--- config.mk ---
export PLATFORM = sky130hd
export DESIGN_NAME = spi_master_addr_data_frame_flat
export DESIGN_NICKNAME = d
export VERILOG_FILES = /design/src/hw/rtl/smadf_pkg.sv /design/src/hw/rtl/smadf_in_if.sv /design/src/hw/rtl/smadf_out_if.sv /design/src/hw/rtl/smadf_front.sv /design/src/hw/rtl/smadf_engine.sv /design/src/hw/rtl/spi_master_addr_data_frame.sv /design/src/flat_wrapper.sv
export SDC_FILE = /design/constraint.sdc
export NUM_CORES = 1
export LEC_CHECK = 0
export ABC_AREA = 1
export BUFFER_PORTS_ARGS = -buffer_cell sky130_fd_sc_hd__buf_2
export CAP_MARGIN = 20
export CORE_AREA = 2 2 135 137
export DETAILED_ROUTE_END_ITERATION = 10
export DIE_AREA = 0 0 137 139
export PLACE_DENSITY = 0.78
export SYNTH_ARGS = -nofsm -noshare
export SYNTH_HDL_FRONTEND = slang
export SYNTH_SLANG_ARGS = --single-unit
export TNS_END_PERCENT = 100
--- constraint.sdc ---
create_clock -name clk -period 3.7 [get_ports clk]
set_clock_uncertainty 0.05 [all_clocks]
set_input_delay 0.185 -clock clk [delete_from_list [all_inputs] [get_ports clk]]
set_output_delay 0.185 -clock clk [all_outputs]
set_load 0.02 [all_outputs]
--- src/hw/rtl/smadf_pkg.sv ---
// Package with the shared types and constants of the SPI master.
`default_nettype none
package smadf_pkg;

  localparam int FRAME_BITS = 16;
  localparam int WORD_BITS = 2 * FRAME_BITS;
  localparam int BIT_CNT_W = $clog2(FRAME_BITS);
  localparam int TICK_W = 16;
  localparam int QUEUE_DEPTH = 2;
  localparam int QUEUE_IDX_W = $clog2(QUEUE_DEPTH);

  localparam logic [1:0] CMD_WRITE = 2'd1;
  localparam logic [1:0] CMD_READ = 2'd2;

  localparam logic CFG_HALF_PERIOD = 1'b0;
  localparam logic CFG_GAP = 1'b1;

  localparam logic [TICK_W-1:0] HALF_PERIOD_RESET = TICK_W'(1);
  localparam logic [TICK_W-1:0] GAP_RESET = TICK_W'(10);

  typedef enum logic [1:0] {
    OP_TICK  = 2'd0,
    OP_WRITE = 2'd1,
    OP_READ  = 2'd2
  } op_t;

  typedef struct packed {
    op_t                   op;
    logic [FRAME_BITS-1:0] address;
    logic [FRAME_BITS-1:0] write_data;
    logic                  miso;
  } item_t;

  typedef struct packed {
    logic                  sck;
    logic                  mosi;
    logic                  chip_select_n;
    logic                  busy_res;
    logic [FRAME_BITS-1:0] read_data;
    logic                  done_res;
  } result_t;

  typedef enum logic [6:0] {
    PH_IDLE    = 7'b0000001,
    PH_ADDR_HI = 7'b0000010,
    PH_ADDR_LO = 7'b0000100,
    PH_GAP     = 7'b0001000,
    PH_DATA_HI = 7'b0010000,
    PH_DATA_LO = 7'b0100000,
    PH_TAIL    = 7'b1000000
  } phase_t;

endpackage
`default_nettype wire

--- src/hw/rtl/smadf_in_if.sv ---
// Input channel interface: one tick item with command, address, data and MISO level.
`default_nettype none
interface smadf_in_if;
  import smadf_pkg::*;

  logic                  valid;
  logic                  ready;
  logic [1:0]            command;
  logic [FRAME_BITS-1:0] address;
  logic [FRAME_BITS-1:0] write_data;
  logic                  miso;

  modport source (output valid, output command, output address, output write_data,
                  output miso, input ready);
  modport sink (input valid, input command, input address, input write_data,
                input miso, output ready);
endinterface
`default_nettype wire

--- src/hw/rtl/smadf_out_if.sv ---
// Output channel interface: pin levels and status after each tick.
`default_nettype none
interface smadf_out_if;
  import smadf_pkg::*;

  logic                  valid;
  logic                  ready;
  logic                  sck;
  logic                  mosi;
  logic                  chip_select_n;
  logic                  busy_res;
  logic [FRAME_BITS-1:0] read_data;
  logic                  done_res;

  modport source (output valid, output sck, output mosi, output chip_select_n,
                  output busy_res, output read_data, output done_res, input ready);
  modport sink (input valid, input sck, input mosi, input chip_select_n,
                input busy_res, input read_data, input done_res, output ready);
endinterface
`default_nettype wire

--- src/hw/rtl/smadf_front.sv ---
// Front end: classifies incoming items and holds them in a two-entry queue.
`default_nettype none
module smadf_front (
  input  wire logic                              clk,
  input  wire logic                              rst,
  input  wire logic                              in_valid,
  output logic                                   in_ready,
  input  wire logic [1:0]                        command,
  input  wire logic [smadf_pkg::FRAME_BITS-1:0]  address,
  input  wire logic [smadf_pkg::FRAME_BITS-1:0]  write_data,
  input  wire logic                              miso,
  output logic                                   q_valid,
  output smadf_pkg::item_t                       q_item,
  input  wire logic                              q_pop
);
  import smadf_pkg::*;

  item_t                entries [QUEUE_DEPTH];
  logic [QUEUE_IDX_W-1:0] wr_ptr;
  logic [QUEUE_IDX_W-1:0] rd_ptr;
  logic [QUEUE_IDX_W:0]   count;
  logic                 push;
  logic                 pop;
  item_t                classified;

  always_comb begin
    classified.address = address;
    classified.write_data = write_data;
    classified.miso = miso;
    case (command)
      CMD_WRITE: classified.op = OP_WRITE;
      CMD_READ:  classified.op = OP_READ;
      default:   classified.op = OP_TICK;
    endcase
  end

  assign in_ready = !rst && (count != (QUEUE_IDX_W+1)'(QUEUE_DEPTH));
  assign push = in_valid && in_ready;
  assign q_valid = (count != '0);
  assign pop = q_pop && q_valid;
  assign q_item = entries[rd_ptr];

  always_ff @(posedge clk) begin
    if (push) begin
      entries[wr_ptr] <= classified;
    end
  end

  always_ff @(posedge clk) begin
    if (rst) begin
      wr_ptr <= '0;
      rd_ptr <= '0;
      count <= '0;
    end else begin
      if (push) begin
        wr_ptr <= wr_ptr + 1'b1;
      end
      if (pop) begin
        rd_ptr <= rd_ptr + 1'b1;
      end
      if (push && !pop) begin
        count <= count + 1'b1;
      end else if (pop && !push) begin
        count <= count - 1'b1;
      end
    end
  end
endmodule
`default_nettype wire

--- src/hw/rtl/smadf_engine.sv ---
// Back end: SPI frame sequencer that advances one tick per item and registers the result.
`default_nettype none
module smadf_engine (
  input  wire logic                  clk,
  input  wire logic                  rst,
  input  wire logic [15:0]           half_period_ticks,
  input  wire logic [15:0]           gap_ticks,
  input  wire logic                  q_valid,
  input  wire smadf_pkg::item_t      q_item,
  output logic                       q_pop,
  output logic                       out_valid,
  input  wire logic                  out_ready,
  output smadf_pkg::result_t         out_data
);
  import smadf_pkg::*;

  phase_t                phase, phase_next;
  logic [BIT_CNT_W-1:0]  bit_count, bit_count_next;
  logic [TICK_W-1:0]     tick_count, tick_count_next;
  logic [WORD_BITS-1:0]  shift_word, shift_word_next;
  logic                  is_read, is_read_next;
  logic [FRAME_BITS-1:0] receive_word, receive_word_next;
  logic [FRAME_BITS-1:0] last_read, last_read_next;
  logic                  sck, sck_next;
  logic                  mosi, mosi_next;
  logic                  cs_n, cs_n_next;
  logic                  done;
  logic [TICK_W:0]       tick_inc;
  logic [TICK_W-1:0]     seg_len;
  logic [FRAME_BITS-1:0] start_addr;
  logic                  step;

  assign step = q_valid && (!out_valid || out_ready);
  assign q_pop = step;

  always_comb begin
    phase_next = phase;
    bit_count_next = bit_count;
    tick_count_next = tick_count;
    shift_word_next = shift_word;
    is_read_next = is_read;
    receive_word_next = receive_word;
    last_read_next = last_read;
    sck_next = sck;
    mosi_next = mosi;
    cs_n_next = cs_n;
    done = 1'b0;
    tick_inc = {1'b0, tick_count} + 1'b1;
    if (phase == PH_GAP) begin
      seg_len = gap_ticks;
    end else if (half_period_ticks == '0) begin
      seg_len = TICK_W'(1);
    end else begin
      seg_len = half_period_ticks;
    end
    start_addr = q_item.address;
    if (q_item.op == OP_READ) begin
      start_addr[FRAME_BITS-1] = 1'b1;
    end

    if (phase == PH_IDLE) begin
      if (q_item.op != OP_TICK) begin
        is_read_next = (q_item.op == OP_READ);
        shift_word_next = {start_addr, q_item.write_data};
        receive_word_next = '0;
        bit_count_next = BIT_CNT_W'(FRAME_BITS - 1);
        phase_next = PH_ADDR_HI;
        tick_count_next = '0;
        cs_n_next = 1'b0;
        mosi_next = start_addr[FRAME_BITS-1];
        sck_next = 1'b1;
      end
    end else if (tick_inc < {1'b0, seg_len}) begin
      tick_count_next = tick_inc[TICK_W-1:0];
    end else begin
      tick_count_next = '0;
      case (phase)
        PH_ADDR_HI: begin
          phase_next = PH_ADDR_LO;
          sck_next = 1'b0;
        end
        PH_ADDR_LO: begin
          shift_word_next = {shift_word[WORD_BITS-2:0], 1'b0};
          if (bit_count != '0) begin
            bit_count_next = bit_count - 1'b1;
            phase_next = PH_ADDR_HI;
            mosi_next = shift_word_next[WORD_BITS-1];
            sck_next = 1'b1;
          end else begin
            mosi_next = 1'b0;
            if (gap_ticks != '0) begin
              phase_next = PH_GAP;
            end else begin
              bit_count_next = BIT_CNT_W'(FRAME_BITS - 1);
              if (is_read) begin
                phase_next = PH_DATA_LO;
                sck_next = 1'b0;
                receive_word_next = {receive_word[FRAME_BITS-2:0], q_item.miso};
              end else begin
                phase_next = PH_DATA_HI;
                mosi_next = shift_word_next[WORD_BITS-1];
                sck_next = 1'b1;
              end
            end
          end
        end
        PH_GAP: begin
          bit_count_next = BIT_CNT_W'(FRAME_BITS - 1);
          if (is_read) begin
            phase_next = PH_DATA_LO;
            sck_next = 1'b0;
            receive_word_next = {receive_word[FRAME_BITS-2:0], q_item.miso};
          end else begin
            phase_next = PH_DATA_HI;
            mosi_next = shift_word[WORD_BITS-1];
            sck_next = 1'b1;
          end
        end
        PH_DATA_HI: begin
          if (!is_read) begin
            phase_next = PH_DATA_LO;
            sck_next = 1'b0;
          end else if (bit_count != '0) begin
            bit_count_next = bit_count - 1'b1;
            phase_next = PH_DATA_LO;
            sck_next = 1'b0;
            receive_word_next = {receive_word[FRAME_BITS-2:0], q_item.miso};
          end else begin
            phase_next = PH_TAIL;
            sck_next = 1'b0;
          end
        end
        PH_DATA_LO: begin
          if (is_read) begin
            phase_next = PH_DATA_HI;
            sck_next = 1'b1;
          end else begin
            shift_word_next = {shift_word[WORD_BITS-2:0], 1'b0};
            if (bit_count != '0) begin
              bit_count_next = bit_count - 1'b1;
              phase_next = PH_DATA_HI;
              mosi_next = shift_word_next[WORD_BITS-1];
              sck_next = 1'b1;
            end else begin
              phase_next = PH_IDLE;
              cs_n_next = 1'b1;
              sck_next = 1'b0;
              done = 1'b1;
            end
          end
        end
        default: begin
          phase_next = PH_IDLE;
          cs_n_next = 1'b1;
          sck_next = 1'b0;
          if (is_read) begin
            last_read_next = receive_word;
          end
          done = 1'b1;
        end
      endcase
    end
  end

  always_ff @(posedge clk) begin
    if (rst) begin
      phase <= PH_IDLE;
      bit_count <= '0;
      tick_count <= '0;
      shift_word <= '0;
      is_read <= 1'b0;
      receive_word <= '0;
      last_read <= '0;
      sck <= 1'b0;
      mosi <= 1'b0;
      cs_n <= 1'b1;
      out_valid <= 1'b0;
    end else begin
      if (step) begin
        phase <= phase_next;
        bit_count <= bit_count_next;
        tick_count <= tick_count_next;
        shift_word <= shift_word_next;
        is_read <= is_read_next;
        receive_word <= receive_word_next;
        last_read <= last_read_next;
        sck <= sck_next;
        mosi <= mosi_next;
        cs_n <= cs_n_next;
        out_valid <= 1'b1;
      end else if (out_ready) begin
        out_valid <= 1'b0;
      end
    end
  end

  always_ff @(posedge clk) begin
    if (step) begin
      out_data.sck <= sck_next;
      out_data.mosi <= mosi_next;
      out_data.chip_select_n <= cs_n_next;
      out_data.busy_res <= (phase_next != PH_IDLE);
      out_data.read_data <= last_read_next;
      out_data.done_res <= done;
    end
  end
endmodule
`default_nettype wire

--- src/hw/rtl/spi_master_addr_data_frame.sv ---
// Top level of the pin-level SPI master with address and data frames.
// An accepted input item is written into the two-entry queue, and its result is then
// registered in the output register, from which the result item can be taken.
// Throughput: one item per cycle unless the output side stalls.
// A two-entry queue and an output register let both sides stall independently.
// Reset is synchronous and active high; registers return to a half period of one
// tick and a gap of ten ticks, with the pins idle and the last read word zero.
`default_nettype none
module spi_master_addr_data_frame (
  input  wire logic    clk,
  input  wire logic    rst,
  smadf_in_if.sink     req,
  smadf_out_if.source  rsp,
  input  wire logic    cfg_we,
  input  wire logic    cfg_index,
  input  wire logic [15:0] cfg_data
);
  import smadf_pkg::*;

  logic [TICK_W-1:0] half_period_ticks;
  logic [TICK_W-1:0] gap_ticks;
  logic              q_valid;
  logic              q_pop;
  item_t             q_item;
  result_t           out_data;

  always_ff @(posedge clk) begin
    if (rst) begin
      half_period_ticks <= HALF_PERIOD_RESET;
      gap_ticks <= GAP_RESET;
    end else if (cfg_we) begin
      case (cfg_index)
        CFG_HALF_PERIOD: half_period_ticks <= cfg_data;
        CFG_GAP:         gap_ticks <= cfg_data;
        default:         gap_ticks <= gap_ticks;
      endcase
    end
  end

  smadf_front u_front (
    .clk        (clk),
    .rst        (rst),
    .in_valid   (req.valid),
    .in_ready   (req.ready),
    .command    (req.command),
    .address    (req.address),
    .write_data (req.write_data),
    .miso       (req.miso),
    .q_valid    (q_valid),
    .q_item     (q_item),
    .q_pop      (q_pop)
  );

  smadf_engine u_engine (
    .clk               (clk),
    .rst               (rst),
    .half_period_ticks (half_period_ticks),
    .gap_ticks         (gap_ticks),
    .q_valid           (q_valid),
    .q_item            (q_item),
    .q_pop             (q_pop),
    .out_valid         (rsp.valid),
    .out_ready         (rsp.ready),
    .out_data          (out_data)
  );

  assign rsp.sck = out_data.sck;
  assign rsp.mosi = out_data.mosi;
  assign rsp.chip_select_n = out_data.chip_select_n;
  assign rsp.busy_res = out_data.busy_res;
  assign rsp.read_data = out_data.read_data;
  assign rsp.done_res = out_data.done_res;
endmodule
`default_nettype wire

--- src/flat_wrapper.sv ---
// flat-port wrapper written by rule: the top's interface ports become plain ports
module spi_master_addr_data_frame_flat import smadf_pkg::*;
  (clk, rst, cfg_we, cfg_index, cfg_data, req_valid, req_command, req_address, req_write_data, req_miso, req_ready, rsp_valid, rsp_sck, rsp_mosi, rsp_chip_select_n, rsp_busy_res, rsp_read_data, rsp_done_res, rsp_ready);
  smadf_in_if req_i ();
  smadf_out_if rsp_i ();
  input  wire logic clk;
  input  wire logic rst;
  input  wire logic cfg_we;
  input  wire logic cfg_index;
  input  wire logic [15:0] cfg_data;
  input wire logic [$bits(req_i.valid)-1:0] req_valid;
  input wire logic [$bits(req_i.command)-1:0] req_command;
  input wire logic [$bits(req_i.address)-1:0] req_address;
  input wire logic [$bits(req_i.write_data)-1:0] req_write_data;
  input wire logic [$bits(req_i.miso)-1:0] req_miso;
  output wire logic [$bits(req_i.ready)-1:0] req_ready;
  output wire logic [$bits(rsp_i.valid)-1:0] rsp_valid;
  output wire logic [$bits(rsp_i.sck)-1:0] rsp_sck;
  output wire logic [$bits(rsp_i.mosi)-1:0] rsp_mosi;
  output wire logic [$bits(rsp_i.chip_select_n)-1:0] rsp_chip_select_n;
  output wire logic [$bits(rsp_i.busy_res)-1:0] rsp_busy_res;
  output wire logic [$bits(rsp_i.read_data)-1:0] rsp_read_data;
  output wire logic [$bits(rsp_i.done_res)-1:0] rsp_done_res;
  input wire logic [$bits(rsp_i.ready)-1:0] rsp_ready;
  assign req_i.valid = req_valid;
  assign req_i.command = req_command;
  assign req_i.address = req_address;
  assign req_i.write_data = req_write_data;
  assign req_i.miso = req_miso;
  assign req_ready = req_i.ready;
  assign rsp_valid = rsp_i.valid;
  assign rsp_sck = rsp_i.sck;
  assign rsp_mosi = rsp_i.mosi;
  assign rsp_chip_select_n = rsp_i.chip_select_n;
  assign rsp_busy_res = rsp_i.busy_res;
  assign rsp_read_data = rsp_i.read_data;
  assign rsp_done_res = rsp_i.done_res;
  assign rsp_i.ready = rsp_ready;
  spi_master_addr_data_frame u_core (.clk(clk), .rst(rst), .req(req_i), .rsp(rsp_i), .cfg_we(cfg_we), .cfg_index(cfg_index), .cfg_data(cfg_data));
endmodule
==> results.toml <==
[yosys]
netlist_instances = 1271
synth_seq_cells = 224
syn_avg_cell_area_sq_um = 8.213
ys_warn_count = 0
synth_sequential_area_ratio = 0.5168
number_of_different_library_cells_in_the_post_synthesis_netlist = 45
synth-async-reset-ratio = 0
synth_enable_flop_cells = 91
synth_ff_type = "dfxtp_1"
synthesis.nets = 1346
syn-cell-area_sq_mm = 0.01044

[global_routing]
via_count_of_the_first_global_routing_pass = 8264
grt-ovfl-total = 0
grt_first_pass_wirelength_mm = 38.61
grt_max_degree = 81
grt.total_usage = 0.2460
grt_antenna_before_repair = 0

[clock_tree]
cts-buffers-inserted = 24
clockBufferDepth = 3
numClockSinks = 224
worst_skew_pair.late_latency_ns = 0.52
cts_tree = "done"
worst_setup_hold_path_clk_slew_ns = 0.06
cts_setup_buffers = 0
htree_num_levels = 1
root_buffer = "clkbuf_16"

[run]
drv_cap = 0

[setup_path]
timing.critical_path.arrival_ns = 3.71
setup.worst_path.end_class = "flop"
critical_path_peak_fanout = 15
worstPathRequired_ns = 4.09
setup.worst_path.start = "u_core.u_engine.tick_count[0]"
crit-reg2reg-launch = "u_core.u_engine.tick_count[0]"
critPathKind = "flop to flop"
timing.critical_path.from_type = "flop"

[cells_and_area]
layout.nets = 1458
n_antenna_cell = 0
final_cell_area_sq_mm = 0.01238
drive_gt1_frac = 0.1256
fillers = 1364
commonest_non_fill_non_tap_cell_in_the_layout = "nand2_1"
synthToLayoutAreaGrowth_pct = 18.63
most_used_cells_in_the_layout_excluding_fill_and_tap_cells = "221 x nand2_1, 205 x nor2_1, 133 x dfxtp_1"

[place]
post-place-ws_ns = 0.1949
port-buffer-count = 79
globalplace.congestion = 0.8773
placed_cell_area_sq_mm = 0.01099
dp_hpwl_mm = 14.28

[outcome]
run_status = "completed"

[routing]
drt_pass1_iterations = 5
avgRoutedWirePerCell_um = 14.29
met2_routed_wirelength_mm = 11.39
routed_via_density = 5.370
detailroute.via_count = 8753
met3WireLength_mm = 1.074
top_layer_used = "met4"
ant_nets = 0
route.final.wire_length_mm = 23.30
drt-initial-drc-count = 591
met1_length_mm = 10.24
drt_drc_violations_left = 0

[floorplan]
die_width_um = 137
core.rowCount = 49
design.portCount = 80
die_area_sq_mm = 0.01904
die-height_um = 139
initial_core_utilization = 0.5912
core_area_sq_mm = 0.01766

[timing]
finalMaxSlewViolations = 0
timing.final.crit_share = 0.8980
max_slew.worst_pin.slew_ns = 0.9230
fin_ws_ns = 0.3775
slew-limit-headroom = 0.3847
timing.final.hold_violations = 0
setup_viol = 0
rsz_0062_raised_after_global_routing = "no"
maximum_clock_rate_mhz = 301.0
setup-tns-final_ns = 0
final_period_minus_worst_setup_slack_ns = 3.322

[pwr]
leakage_nw = 5.327
power.density_cell_area_mw_per_mm2 = 765.7
vdd.ir_drop.worst_mv = 0.5624

[worst_hold_path]
hp-start = "cfg_index"
worstHoldPathType = "input port to flop"
-- worst paths after layout --
check / endpoint / slack (ns) / cells past startpoint
worst max-delay path: u_core.u_engine.tick_count[4] / 0.38 / 18
worst min-delay path: u_core.half_period_ticks[0] / 0.007 / 4
worst max register to register: u_core.u_engine.tick_count[4] / 0.38 / 18
worst min register to register: u_core.u_front.rd_ptr / 0.41 / 1
-- layer usage --
layer / GRT usage / vias up
met5: 0 / -
met4: 0.08085 / 0
met3: 0.03363 / 51
met2: 0.4161 / 233
met1: 0.3243 / 4053
li1: - / 4416
-- per-stage QoR --
stage | utilization | hold slack, ns | std cells | total power [mW]
after detailed placement | 0.6224 | 0.3263 | 1533 | 6.907
final | 0.7013 | 0.007069 | 1630 | 9.481
after CTS | 0.7002 | 0.00005013 | 1630 | 9.493
after global routing | 0.7013 | 0.02873 | 1630 | 10.09
after floorplan | - | 0.2339 | 1271 | 6.113
after global placement | 0.6224 | 0.3215 | 1533 | 6.834
-- Yosys cell counts (all sizes together) (5+ instances only) --
| cell | instances | share of area |
|---|---|---|
| nand2 | 229 | 0.087 |
| nor2 | 217 | 0.084 |
| dfxtp | 133 | 0.26 |
| inv | 127 | 0.046 |
| o21ai | 125 | 0.060 |
| a21oi | 96 | 0.047 |
| edfxtp | 91 | 0.26 |
| nand3 | 76 | 0.040 |
| clkbuf | 38 | 0.014 |
| buf | 28 | 0.017 |
| o21a | 28 | 0.020 |
| nand4 | 24 | 0.014 |
| ha | 18 | 0.022 |
| xor2 | 11 | 0.0092 |
| mux2i | 7 | 0.0067 |
| nor3 | 5 | 0.0040 |
| xnor2 | 5 | 0.0042 |
-- sequential cells by signal, summed over array words and instances (netlist names), 7 cells and up, named ones only --
name                          count
u_core.u_front.entries           70
u_core.u_engine.last_read        16
u_core.u_engine.phase             7
u_core.u_engine.out_data         21
u_core.u_engine.shift_word       32
u_core.half_period_ticks         16
u_core.u_engine.receive_word     16
u_core.gap_ticks                 16
u_core.u_engine.tick_count       16
-- report_power, final --
group          switching, mW  internal, mW  leakage (nW)
clock network          0.955          1.57         0.415
registers              0.229          3.10          1.93
logic                   2.45          1.18          2.98
-- cell type report --
| cell class | count | area (sq um) | share of cell area |
|---|---|---|---|
| Sequential cell | 224 | 5395 | 0.4357 |
| Multi-Input combinational cell | 854 | 4285 | 0.3461 |
| Timing Repair Buffer | 152 | 1096 | 0.08851 |
| Clock buffer | 33 | 685.7 | 0.05537 |
| Inverter | 127 | 476.7 | 0.03850 |
| Tap cell | 229 | 286.5 | 0.02314 |
| Clock inverter | 11 | 157.7 | 0.01273 |
-- cells by family after synthesis --
group           count (synthesis)  synth area share
flops                         224            0.5168
xor+xnor                       16           0.01342
compound gates                257            0.1327
mux                             7          0.006712
simple gates                  556            0.2324
fa+ha+maj                      18           0.02158
buf+inv                       193           0.07635
-- critical path, stage by stage (launching register included) --
cell and delay (ns):
dfxtp_1 0.37, ha_2 0.23, nand3_4 0.11, nor2_4 0.13, nand4_1 0.12, nor3b_2 0.19
xnor2_1 0.13, inv_1 0.07, ha_1 0.31, a21o_1 0.18, a21oi_1 0.15, nand3_2 0.14
nor2_8 0.19, nand2_8 0.11, nor2_1 0.13, nand2_1 0.10, inv_2 0.25, nand2_1 0.11
a21oi_1 0.15
-- repair_timing --
action | in CTS | in global routing
setup endpoints to repair | 0 | 22
hold buffers | 53 | 0
hold endpoints to repair | 103 | 0
resized for setup | 0 | 5
Power figures use the tool's default switching activity.
